--- src/hdl/ptts_pkg.sv ---
// Package: sizes, codes and shared types of the periodic task tick scheduler.
package ptts_pkg;

  localparam int ROWS          = 4;
  localparam int SLOTS_PER_ROW = 4;
  localparam int NSLOT         = ROWS * SLOTS_PER_ROW;
  localparam int MAX_RESULTS   = 16;
  localparam int CNT_W         = $clog2(MAX_RESULTS + 1);

  localparam logic OP_CREATE = 1'b0;
  localparam logic OP_TICK   = 1'b1;

  localparam logic [1:0] KIND_CREATED  = 2'd0;
  localparam logic [1:0] KIND_ROW_FULL = 2'd1;
  localparam logic [1:0] KIND_DUE      = 2'd2;
  localparam logic [1:0] KIND_IDLE     = 2'd3;

  typedef enum logic [1:0] {
    ST_IDLE,
    ST_WALK,
    ST_FINISH
  } ptts_state_t;

  // Command fanned out to every cell.
  typedef struct packed {
    logic        shift;
    logic [31:0] period;
    logic [31:0] delay;
    logic [7:0]  handler;
  } ptts_cell_cmd_t;

  // Status returned by each cell.
  typedef struct packed {
    logic       ready;
    logic       first_empty;
    logic       due;
    logic [7:0] handler;
  } ptts_cell_st_t;

endpackage

--- src/hdl/ptts_if.sv ---
// Interfaces: request channel and result channel of the scheduler.
interface ptts_in_if;
  logic        valid;
  logic        ready;
  logic        op;
  logic [1:0]  priority_req;
  logic [31:0] period;
  logic [31:0] first_delay;
  logic [7:0]  handler;

  modport source (output valid, op, priority_req, period, first_delay, handler,
                  input ready);
  modport sink   (input valid, op, priority_req, period, first_delay, handler,
                  output ready);
endinterface

interface ptts_out_if;
  logic       valid;
  logic       ready;
  logic [1:0] kind;
  logic [1:0] row;
  logic [1:0] slot;
  logic [7:0] task_handler;
  logic       last;

  modport source (output valid, kind, row, slot, task_handler, last,
                  input ready);
  modport sink   (input valid, kind, row, slot, task_handler, last,
                  output ready);
endinterface

--- src/hdl/ptts_cell.sv ---
// Scheduler cell: one task slot plus its stage of the walk token chain.
module ptts_cell (
  input  logic                    clk,
  input  logic                    rst_n,
  input  ptts_pkg::ptts_cell_cmd_t cmd,
  input  logic                    wr,
  input  logic                    tok_in,
  input  logic                    prev_ready,
  input  logic                    first_in_row,
  output logic                    tok_out,
  output ptts_pkg::ptts_cell_st_t st
);

  logic        ready_r;
  logic        tok_r;
  logic [31:0] period_r;
  logic [31:0] cd_r;
  logic [7:0]  hnd_r;
  logic        visit;
  logic        zero;

  assign zero  = (cd_r == 32'd0);
  assign visit = cmd.shift && tok_r && ready_r;

  always_ff @(posedge clk) begin
    if (!rst_n) begin
      ready_r <= 1'b0;
      tok_r   <= 1'b0;
    end else begin
      if (cmd.shift) begin
        tok_r <= tok_in;
      end
      if (wr) begin
        ready_r <= 1'b1;
      end
    end
  end

  always_ff @(posedge clk) begin
    if (wr) begin
      period_r <= cmd.period;
      cd_r     <= cmd.delay;
      hnd_r    <= cmd.handler;
    end else if (visit) begin
      cd_r <= zero ? (period_r - 32'd1) : (cd_r - 32'd1);
    end
  end

  assign tok_out        = tok_r;
  assign st.ready       = ready_r;
  // slots fill from slot 0 up, so the ready slots of a row form a prefix
  assign st.first_empty = !ready_r && (first_in_row || prev_ready);
  assign st.due         = tok_r && ready_r && zero;
  assign st.handler     = hnd_r;

endmodule

--- src/hdl/periodic_task_tick_scheduler_top.sv ---
// Top level: periodic task tick scheduler, a chain of slot cells and its walk control.
//
// Usage
//   in_ch  : request channel (op, priority_req, period, first_delay, handler),
//            taken on valid && ready.
//   out_ch : result channel (kind, row, slot, task_handler, last), one or more
//            results per request, last marks the final one.
// Timing
//   A request is taken only when the block is idle and its result register is
//   empty; one request is in progress at a time.
//   Create: one result, shown the cycle after the request is taken.
//   Tick: a token runs down the chain of 16 cells, one cell per cycle while the
//   walk is not stalled, each occupied cell updating its own countdown when the
//   token reaches it; a due task is reported as the token passes. The final
//   result is shown from the finish state, after the token leaves the last
//   cell, and the next request is taken the cycle after it leaves.
// Stalls
//   While out_ch.ready is low a held result stays put; the token stops only
//   when a new due task needs the result register.
// Reset: rst_n (synchronous, active low) empties every slot and returns to idle.
module periodic_task_tick_scheduler_top (
  input  logic        clk,
  input  logic        rst_n,
  ptts_in_if.sink     in_ch,
  ptts_out_if.source  out_ch
);

  localparam int NS  = ptts_pkg::NSLOT;
  localparam int SPR = ptts_pkg::SLOTS_PER_ROW;

  ptts_pkg::ptts_state_t    state_r, state_nxt;
  ptts_pkg::ptts_cell_cmd_t cmd;
  ptts_pkg::ptts_cell_st_t  st [NS];

  logic [NS-1:0] tok;
  logic [NS-1:0] ready_v;
  logic [NS-1:0] wr_v;
  logic [NS-1:0] row_hit;
  logic [NS-1:0] sel_v;

  logic       in_acc, create_acc, tick_acc;
  logic       in_rdy, walk_en, finish_go, out_free, shift_en;
  logic       due_any, due_rep, push;
  logic [1:0] due_row, due_slot, new_slot;
  logic [7:0] due_hnd;
  logic       row_full;

  logic             out_valid_r;
  logic [1:0]       out_kind_r, out_row_r, out_slot_r;
  logic [7:0]       out_hnd_r;
  logic             out_last_r;
  logic             pend_v_r;
  logic [1:0]       pend_row_r, pend_slot_r;
  logic [7:0]       pend_hnd_r;
  logic [ptts_pkg::CNT_W-1:0] cnt_r;

  assign out_free   = !out_valid_r || out_ch.ready;
  assign in_acc     = in_ch.valid && in_rdy;
  assign create_acc = in_acc && (in_ch.op == ptts_pkg::OP_CREATE);
  assign tick_acc   = in_acc && (in_ch.op == ptts_pkg::OP_TICK);

  assign cmd.shift   = shift_en;
  assign cmd.period  = in_ch.period;
  assign cmd.delay   = in_ch.first_delay;
  assign cmd.handler = in_ch.handler;

  // ---------------------------------------------------------------- cells
  for (genvar i = 0; i < NS; i++) begin : g_cell
    logic tin, pr;
    if (i == 0) begin : g_head
      assign tin = tick_acc;
      assign pr  = 1'b0;
    end else begin : g_body
      assign tin = tok[i-1];
      assign pr  = ready_v[i-1];
    end

    assign row_hit[i] = (32'(in_ch.priority_req) == 32'(i / SPR));
    assign sel_v[i]   = row_hit[i] && st[i].first_empty;
    assign wr_v[i]    = create_acc && sel_v[i];
    assign ready_v[i] = st[i].ready;

    ptts_cell u_cell (
      .clk          (clk),
      .rst_n        (rst_n),
      .cmd          (cmd),
      .wr           (wr_v[i]),
      .tok_in       (tin),
      .prev_ready   (pr),
      .first_in_row ((i % SPR) == 0),
      .tok_out      (tok[i]),
      .st           (st[i])
    );
  end

  // only one cell holds the token and only one is selected, so OR them together
  always_comb begin
    due_any  = 1'b0;
    due_row  = '0;
    due_slot = '0;
    due_hnd  = '0;
    new_slot = '0;
    for (int i = 0; i < NS; i++) begin
      if (st[i].due) begin
        due_any  = 1'b1;
        due_row  = due_row  | 2'((i / SPR) % 4);
        due_slot = due_slot | 2'((i % SPR) % 4);
        due_hnd  = due_hnd  | st[i].handler;
      end
      if (sel_v[i]) begin
        new_slot = new_slot | 2'((i % SPR) % 4);
      end
    end
  end

  assign row_full = !(|sel_v);

  // ---------------------------------------------------------------- control
  assign due_rep = due_any && (cnt_r < ptts_pkg::CNT_W'(ptts_pkg::MAX_RESULTS));
  assign push    = due_rep && pend_v_r;

  always_comb begin
    state_nxt = state_r;
    unique case (state_r)
      ptts_pkg::ST_IDLE: begin
        if (tick_acc) state_nxt = ptts_pkg::ST_WALK;
      end
      ptts_pkg::ST_WALK: begin
        if (walk_en && tok[NS-1]) state_nxt = ptts_pkg::ST_FINISH;
      end
      ptts_pkg::ST_FINISH: begin
        if (out_free) state_nxt = ptts_pkg::ST_IDLE;
      end
      default: state_nxt = ptts_pkg::ST_IDLE;
    endcase
  end

  always_comb begin
    in_rdy    = 1'b0;
    walk_en   = 1'b0;
    finish_go = 1'b0;
    shift_en  = 1'b1;
    unique case (state_r)
      ptts_pkg::ST_IDLE: begin
        in_rdy = !out_valid_r;
      end
      ptts_pkg::ST_WALK: begin
        walk_en  = !push || out_free;
        shift_en = walk_en;
      end
      ptts_pkg::ST_FINISH: begin
        finish_go = out_free;
      end
      default: begin
        in_rdy = 1'b0;
      end
    endcase
  end

  always_ff @(posedge clk) begin
    if (!rst_n) begin
      state_r <= ptts_pkg::ST_IDLE;
    end else begin
      state_r <= state_nxt;
    end
  end

  // pending due result, held until we know whether it is the final one
  always_ff @(posedge clk) begin
    if (!rst_n) begin
      pend_v_r <= 1'b0;
      cnt_r    <= '0;
    end else if (tick_acc) begin
      pend_v_r <= 1'b0;
      cnt_r    <= '0;
    end else if (walk_en && due_rep) begin
      pend_v_r <= 1'b1;
      cnt_r    <= cnt_r + ptts_pkg::CNT_W'(1);
    end
  end

  always_ff @(posedge clk) begin
    if (walk_en && due_rep) begin
      pend_row_r  <= due_row;
      pend_slot_r <= due_slot;
      pend_hnd_r  <= due_hnd;
    end
  end

  // result register
  always_ff @(posedge clk) begin
    if (!rst_n) begin
      out_valid_r <= 1'b0;
    end else if (create_acc || (walk_en && push) || finish_go) begin
      out_valid_r <= 1'b1;
    end else if (out_ch.ready) begin
      out_valid_r <= 1'b0;
    end
  end

  always_ff @(posedge clk) begin
    if (create_acc) begin
      out_kind_r <= row_full ? ptts_pkg::KIND_ROW_FULL : ptts_pkg::KIND_CREATED;
      out_row_r  <= in_ch.priority_req;
      out_slot_r <= row_full ? 2'd0 : new_slot;
      out_hnd_r  <= 8'd0;
      out_last_r <= 1'b1;
    end else if (walk_en && push) begin
      out_kind_r <= ptts_pkg::KIND_DUE;
      out_row_r  <= pend_row_r;
      out_slot_r <= pend_slot_r;
      out_hnd_r  <= pend_hnd_r;
      out_last_r <= 1'b0;
    end else if (finish_go) begin
      out_kind_r <= pend_v_r ? ptts_pkg::KIND_DUE : ptts_pkg::KIND_IDLE;
      out_row_r  <= pend_v_r ? pend_row_r  : 2'd0;
      out_slot_r <= pend_v_r ? pend_slot_r : 2'd0;
      out_hnd_r  <= pend_v_r ? pend_hnd_r  : 8'd0;
      out_last_r <= 1'b1;
    end
  end

  assign in_ch.ready         = in_rdy;
  assign out_ch.valid        = out_valid_r;
  assign out_ch.kind         = out_kind_r;
  assign out_ch.row          = out_row_r;
  assign out_ch.slot         = out_slot_r;
  assign out_ch.task_handler = out_hnd_r;
  assign out_ch.last         = out_last_r;

`ifndef SYNTHESIS
  a_tok_single: assert property (@(posedge clk) disable iff (!rst_n) $onehot0(tok))
    else $error("walk token held by more than one cell");

  a_wr_single: assert property (@(posedge clk) disable iff (!rst_n) $onehot0(wr_v))
    else $error("create wrote more than one slot");

  a_pend_cnt: assert property (@(posedge clk) disable iff (!rst_n)
    pend_v_r |-> (cnt_r != '0))
    else $error("pending result without a count");

  a_create_res: assert property (@(posedge clk) disable iff (!rst_n)
    create_acc |=> (out_valid_r && out_last_r && state_r == ptts_pkg::ST_IDLE))
    else $error("create request gave no final result");
`endif

endmodule

--- src/flat_wrapper.sv ---
// flat-port wrapper written by rule: the top's interface ports become plain ports
module periodic_task_tick_scheduler_top_flat 
  (clk, rst_n, in_ch_valid, in_ch_op, in_ch_priority_req, in_ch_period, in_ch_first_delay, in_ch_handler, in_ch_ready, out_ch_valid, out_ch_kind, out_ch_row, out_ch_slot, out_ch_task_handler, out_ch_last, out_ch_ready);
  ptts_in_if in_ch_i ();
  ptts_out_if out_ch_i ();
  input  logic clk;
  input  logic rst_n;
  input wire logic [$bits(in_ch_i.valid)-1:0] in_ch_valid;
  input wire logic [$bits(in_ch_i.op)-1:0] in_ch_op;
  input wire logic [$bits(in_ch_i.priority_req)-1:0] in_ch_priority_req;
  input wire logic [$bits(in_ch_i.period)-1:0] in_ch_period;
  input wire logic [$bits(in_ch_i.first_delay)-1:0] in_ch_first_delay;
  input wire logic [$bits(in_ch_i.handler)-1:0] in_ch_handler;
  output wire logic [$bits(in_ch_i.ready)-1:0] in_ch_ready;
  output wire logic [$bits(out_ch_i.valid)-1:0] out_ch_valid;
  output wire logic [$bits(out_ch_i.kind)-1:0] out_ch_kind;
  output wire logic [$bits(out_ch_i.row)-1:0] out_ch_row;
  output wire logic [$bits(out_ch_i.slot)-1:0] out_ch_slot;
  output wire logic [$bits(out_ch_i.task_handler)-1:0] out_ch_task_handler;
  output wire logic [$bits(out_ch_i.last)-1:0] out_ch_last;
  input wire logic [$bits(out_ch_i.ready)-1:0] out_ch_ready;
  assign in_ch_i.valid = in_ch_valid;
  assign in_ch_i.op = in_ch_op;
  assign in_ch_i.priority_req = in_ch_priority_req;
  assign in_ch_i.period = in_ch_period;
  assign in_ch_i.first_delay = in_ch_first_delay;
  assign in_ch_i.handler = in_ch_handler;
  assign in_ch_ready = in_ch_i.ready;
  assign out_ch_valid = out_ch_i.valid;
  assign out_ch_kind = out_ch_i.kind;
  assign out_ch_row = out_ch_i.row;
  assign out_ch_slot = out_ch_i.slot;
  assign out_ch_task_handler = out_ch_i.task_handler;
  assign out_ch_last = out_ch_i.last;
  assign out_ch_i.ready = out_ch_ready;
  periodic_task_tick_scheduler_top u_core (.clk(clk), .rst_n(rst_n), .in_ch(in_ch_i), .out_ch(out_ch_i));
endmodule
--- config.mk ---
export PLATFORM = sky130hd
export DESIGN_NAME = periodic_task_tick_scheduler_top_flat
export DESIGN_NICKNAME = d
export VERILOG_FILES = /design/src/hdl/ptts_pkg.sv /design/src/hdl/ptts_if.sv /design/src/hdl/ptts_cell.sv /design/src/hdl/periodic_task_tick_scheduler_top.sv /design/src/flat_wrapper.sv
export SDC_FILE = /design/constraint.sdc
export NUM_CORES = 2
export LEC_CHECK = 0
export ABC_AREA = 0
export ABC_CLOCK_PERIOD_IN_PS = 8100
export CAP_MARGIN = 20
export CELL_PAD_IN_SITES_DETAIL_PLACEMENT = 0
export CELL_PAD_IN_SITES_GLOBAL_PLACEMENT = 2
export CORE_MARGIN = 2
export CORE_UTILIZATION = 46
export CTS_CLUSTER_DIAMETER = 200
export DETAILED_ROUTE_END_ITERATION = 8
export DONT_BUFFER_PORTS = 1
export MAX_ROUTING_LAYER = met4
export PLACE_DENSITY = 0.91
export RECOVER_POWER = 100
export SYNTH_ARGS = -nofsm -noshare
export SYNTH_HDL_FRONTEND = slang
export SYNTH_SLANG_ARGS = --single-unit
--- constraint.sdc ---
create_clock -name clk -period 8.1 [get_ports clk]
set_input_delay 2.025 -clock clk [delete_from_list [all_inputs] [get_ports clk]]
set_output_delay 2.025 -clock clk [all_outputs]
set_load 0.02 [all_outputs]
[Word-level counts from Yosys, hierarchy flattened]
Index checks and enable logic that the tools add are counted.
Word-level totals
  register bits after elaboration: 1220
  input bits: 79
Operators by class
  add/subtract/negate cells: 33
  $lt $le $gt $ge: 1
  equality and inequality tests: 8
  muxes and demuxes: 138
  bitwise operators: 17
  reductions and logical operators: 181
Operators by type and width (number)
  32-bit two-way mux: 48
  32-bit by 1-bit subtractor with 32-bit output, second input constant: 32
  32-bit logical NOT: 16
  8-bit two-way mux: 19
  8-bit bitwise OR: 15
  1-bit logical AND: 116
  2-bit two-way mux: 32
  1-bit two-way mux: 38
  2-bit nonzero test: 18
  1-bit logical NOT: 18
  16-bit OR reduction: 1
  8-bit OR reduction: 1
  2-bit == test, second input constant: 3
  2-bit case mux with 3 select lines: 1
  5-bit by 1-bit adder with 5-bit output, second input constant: 1
  5-bit less-than comparator, second input constant: 1
  2-bit by 1-bit == test with 1-bit output, second input constant: 2
  2-bit logical NOT: 2
  1-bit logical OR: 4
  2-bit by 1-bit inequality test with 1-bit output, second input constant: 2
  2-bit OR reduction: 2
  4-bit OR reduction: 1
  3-bit AND reduction: 1
  3-bit nonzero test: 1
  2 further kinds: 3

[Depth between registers and ports, before layout]
  depth in word-level cells: 33
  depth in mapped cells: 17
  mapped depth without buffers: 13

[Cells and area by module]
From an unflattened synthesis, not the netlist that was laid out.
Second synthesis, totals
  cell total of the unflattened synthesis: 6765
  area total of the unflattened synthesis: 69686.8 um^2
By module, submodules not included
  ptts_cell (u_core.g_cell[15].u_cell ...): times used 10, cells each 398, area each 4134.0 um^2, sequential area each 2202.1 um^2
  ptts_cell (u_core.g_cell[0].u_cell ...): times used 6, cells each 424, area each 4319.1 um^2, sequential area each 2202.1 um^2
  periodic_task_tick_scheduler_top: times used 1, cells each 241, area each 2432.3 um^2, sequential area each 900.9 um^2

[Worst setup path after synthesis]
No wires, ideal clock.
  path type: input to register
  from: input port out_ch_ready
  to: register u_core.g_cell[0].u_cell.cd_r[0], enable pin
  library setup time: 0.466 ns
  data arrival time: 4.998 ns
  data required time: 7.634 ns
  slack: 2.637 ns
  stages on the path: 7
  buffers on the path: 2
  path through: nor2b_1 -> nand2_1 -> inv_1 -> and3_1 -> buf_2 -> buf_2 -> o21ai_0
On the way
  longest elaborated chain between the ends: 6
RTL lines
  from (decl): RTL line flat_wrapper.sv:21  | input wire logic [$bits(out_ch_i.ready)-1:0] out_ch_ready;
  1-bit logical OR: RTL line periodic_task_tick_scheduler_top.sv:57  | assign out_free = !out_valid_r || out_ch.ready;
  1-bit logical OR: RTL line periodic_task_tick_scheduler_top.sv:148  | walk_en = !push || out_free;
  1-bit two-way mux: RTL line periodic_task_tick_scheduler_top.sv:143  | unique case (state_r)
  1-bit logical AND (2 in a row): RTL line ptts_cell.sv:23  | assign visit = cmd.shift && tok_r && ready_r;
  2-bit nonzero test (no source line)
  to (signal assigned): RTL line ptts_cell.sv:42  | cd_r <= cmd.delay;
  to (signal assigned): RTL line ptts_cell.sv:45  | cd_r <= zero ? (period_r - 32'd1) : (cd_r - 32'd1);
  to (decl): RTL line ptts_cell.sv:17  | logic [31:0] cd_r;
Every way passes these cells.
A chain may end at the register's enable or synchronous reset.

[Worst setup path in the final report]
  from: register u_core.g_cell[5].u_cell.cd_r[3]
  to: register u_core.g_cell[7].u_cell.cd_r[7], enable pin
On the way
  longest elaborated chain between the ends: 21
RTL lines
  from (decl): RTL line ptts_cell.sv:17
  from (signal assigned): RTL line ptts_cell.sv:42
  from (signal assigned): RTL line ptts_cell.sv:45
  32-bit logical NOT: RTL line ptts_cell.sv:22  | assign zero = (cd_r == 32'd0);
  1-bit logical AND: RTL line ptts_cell.sv:53  | assign st.due = tok_r && ready_r && zero;
  1-bit two-way mux (11 in a row): RTL line periodic_task_tick_scheduler_top.sv:104  | if (st[i].due) begin
  1-bit logical AND: RTL line periodic_task_tick_scheduler_top.sv:119  | assign due_rep = due_any && (cnt_r < ptts_pkg::CNT_W'(ptts_pkg::MAX_RESULTS));
  1-bit logical AND: RTL line periodic_task_tick_scheduler_top.sv:120  | assign push = due_rep && pend_v_r;
  1-bit logical NOT: RTL line periodic_task_tick_scheduler_top.sv:148
  1-bit logical OR: RTL line periodic_task_tick_scheduler_top.sv:148
  1-bit two-way mux: RTL line periodic_task_tick_scheduler_top.sv:143
  1-bit logical AND (2 in a row): RTL line ptts_cell.sv:23
  2-bit nonzero test (no source line)
  to (signal assigned): RTL line ptts_cell.sv:42
  to (signal assigned): RTL line ptts_cell.sv:45
  to (decl): RTL line ptts_cell.sv:17
Every way passes these cells.

==> qor.yml <==
post_cts_buffers: 0
number_of_drc_markers_in_iteration_0: 8096
clock_tree.root_cell: "sky130_fd_sc_hd__clkbuf_16"
synth_cell_types: 97
place_congestion: 0.900
mappedNetlistNets: 6193
wirelength_um: 227000
yosys_warnings: 0
crit_required_ns: 8.46
dieWidth_um: 375
detail_route.vias_per_cell: 6.58
fillCellCount: 12100
post-synth-top-area-fraction_pct: 55.6
final_layout_size_suffix_gt1_share_pct: 6.19
report.final.hold_viol_count: 0
fraction_of_the_cycle_the_final_worst_path_needs_pct: 79.6
final-seq-area_um2: 36100
cts_buffers: 142
antenna_violations_before_repair: 36
outcome: "complete, but fails checks"
antenna_nets_post_route: 0
global_route_wire_length_before_repair_um: 325000
timing.critical_path.slowest_stage_cell: "sky130_fd_sc_hd__and3_1"
grt_setup_unrepaired: "false"
ys_seq_elements: 1220
seq_area_frac_synth_pct: 57.2
synthesis.instances: 6097
multiInputGateArea_um2: 25800
yosys-top-cells-count: "sky130_fd_sc_hd__edfxtp_1 (1,170), sky130_fd_sc_hd__nor2_1 (776), sky130_fd_sc_hd__a21oi_1 (628)"
worstSkewPairLatency_ns: 0.81
die_h_um: 375
critical_path.cell_chain: "or4_1 > or3_1 > nor4_1 > clkbuf_1 > nor4_1 > nand4_1 > and3_1 > o21ai_2 > clkbuf_1"
fmax_mhz: 155
post-route-min-period_ns: 6.45
report.final.slew_viol_count: 826
worst_slack_ns: 1.65
skew_ns: 0.0387
numPortBuffers: 0
crit_fanout: 20
crit_arrival_ns: 6.81
cts_tree: "done"
synthDominantAreaCellType: "sky130_fd_sc_hd__edfxtp_1"
detail_route.drc_violations: 0
via_count_of_the_first_global_routing_pass: 47300
drtPass1Iterations: 7
cts_hold_repair.buffers: 0
vdd.ir_drop.worst_mv: 0.231
failed_checks: "capacitance limit, slew limit"
dp_hpwl_um: 130000
grt_start_max_net_pins: 77
clock_sink_count: 1220
post-synth-top-count-cell: "sky130_fd_sc_hd__edfxtp_1"
critical_path_sink_type: "register"
placed_cell_area_um2: 65200
synth_async_sr_flop_share_pct: 0
syn-cell-area_um2: 63200
hold_removal_path_class: "register to register"
num_io_pins: 96
synthTopCellsByArea: "sky130_fd_sc_hd__edfxtp_1 (56%), sky130_fd_sc_hd__a21oi_1 (5.0%), sky130_fd_sc_hd__nor2_1 (4.6%), sky130_fd_sc_hd__nand2_1 (3.2%), sky130_fd_sc_hd__o21ai_0 (3.1%)"
ws_path_type: "register to register"
routedWlPerCell_um: 28.6
final_setup_vio_count: 0
route.vias.total: 52300
clock_slew_seen_by_the_registers_of_the_worst_setup_and_hold_paths_ns: 0.06
syn2layout_area_growth_pct: 10.1
cts-root-to-sink-buffers: 3
timing.setup.tns_ns: 0
worstMarginPinSlew_ns: 2.81
rows: 135
worstSetupStartpointType: "register"
cap_viol_max_count: 21
core_um2: 136000
design.die.area_um2: 140000
initial_core_util_pct: 46.5
hold_slack_ns: 0.494
syn_area_per_cell_um2: 10.4
power.leakage_uw: 0.0210
worst_setup_slack_after_placement_ns: 2.33
post_cts_resize_count: 0
grt_use_total_pct: 32.5
ys_dominant_reg_cell: "sky130_fd_sc_hd__edfxtp_1"
gr_overflow_total: 0
synth-edff-count: 1170
h-tree-depth: 4
cellPowerDensity_nw_per_um2: 192
cp_slowest_stage_delay_ns: 1.44
postLayoutCellArea_um2: 69600
fin_nets: 6105
tightest_slew_margin_relative_to_the_limit_pct: -87.2
through the flow:
step	power, uW	instances	util (%)
floorplan	7180	6097	-
global placement	7180	7639	47.9
detailed placement	7180	7643	48.0
CTS	13400	7900	51.3
global route	13600	7913	51.2
finish	13300	7946	51.2
sequential cells by signal, summed over array words and instances, names as in the netlist, 5 cells and up:
signal,cells
u_core.g_cell.u_cell.cd_r,512
u_core.g_cell.u_cell.period_r,512
u_core.g_cell.u_cell.hnd_r,128
u_core.g_cell.u_cell.ready_r,16
u_core.g_cell.u_cell.tok_out,16
u_core.out_ch.task_handler,8
u_core.pend_hnd_r,8
u_core.cnt_r,5
kinds of logic after synthesis:
group / after synthesis / synth area share [%]
adders and majority gates: 17 / 0.337
buffers and inverters: 372 / 2.23
DFF: 1220 / 57.2
muxes: 49 / 0.856
AOI/OAI and AO/OA: 1761 / 17.0
and+or+nand+nor: 2416 / 18.7
xor gates and xnor gates: 262 / 3.63
cells in the final DEF (no fill, tap or decap), drive strengths merged, types with 26 or more instances in the layout:
cell / netlist / final
a31oi: 140 / 140
xor2: 147 / 147
or4: 92 / 92
a21oi: 628 / 628
nand3: 92 / 92
o211ai: 55 / 55
a221oi: 26 / 26
nand2: 540 / 540
edfxtp: 1170 / 1170
o21ai: 471 / 471
o21a: 33 / 33
and2: 28 / 28
inv: 50 / 62
nand2b: 66 / 66
nor2: 776 / 776
or3: 118 / 118
nand4: 49 / 49
mux2i: 36 / 36
nor4: 174 / 174
a2111oi: 27 / 27
clkinv: 7 / 61
xnor2: 115 / 115
clkbuf: 250 / 201
diode: 0 / 43
nor3: 279 / 279
a211oi: 59 / 59
dfxtp: 50 / 50
buf: 65 / 62
or2: 56 / 56
o31ai: 37 / 37
worst paths after layout:
check | from | end | slack [ns] | cells after the start
setup reg to reg | u_core.g_cell[5].u_cell.cd_r[3]$_DFFE_PP_ | u_core.g_cell[7].u_cell.cd_r[7]$_DFFE_PP_ | 1.65 | 9
hold / removal | u_core.g_cell[0].u_cell.tok_out$_SDFFE_PN0N_ | u_core.g_cell[0].u_cell.tok_out$_SDFFE_PN0N_ | 0.49 | 2
hold reg to reg | u_core.g_cell[0].u_cell.tok_out$_SDFFE_PN0N_ | u_core.g_cell[0].u_cell.tok_out$_SDFFE_PN0N_ | 0.49 | 2
setup / recovery | u_core.g_cell[5].u_cell.cd_r[3]$_DFFE_PP_ | u_core.g_cell[7].u_cell.cd_r[7]$_DFFE_PP_ | 1.65 | 9
metal layers:
layer / track usage, % / routed length [um] / share of wire, %
met5: - / 0 / 0
met4: 13.5 / 9410 / 4.1
met3: 7.04 / 29200 / 13
met2: 46.8 / 98200 / 43
met1: 44.5 / 90200 / 40
critical path: cells and delay by family, from the launching register on:
family,cells,cell delay [ns]
and+or+nand+nor,6,3.43
buffers and inverters,2,1.55
AOI/OAI and AO/OA,1,0.54
DFF,1,0.45
power by group:
part           total (uW)  switching, uW  internal [uW]
combinational         110           74.5           35.7
sequential           6940           28.9           6910
clock                6280           2760           3520
total               13300           2860          10500
final cells by class:
type                       instances  share of cell area (%)
clock buffer                     180                    5.42
antenna                           43                   0.155
timing repair buffer              83                   0.836
sequential                      1220                    51.9
clock inverter                    77                    1.01
tap                             1781                    3.20
multi-input combinational       4505                    37.1
inverter                          57                   0.308
No activity file was read; power rests on OpenSTA's default activity.
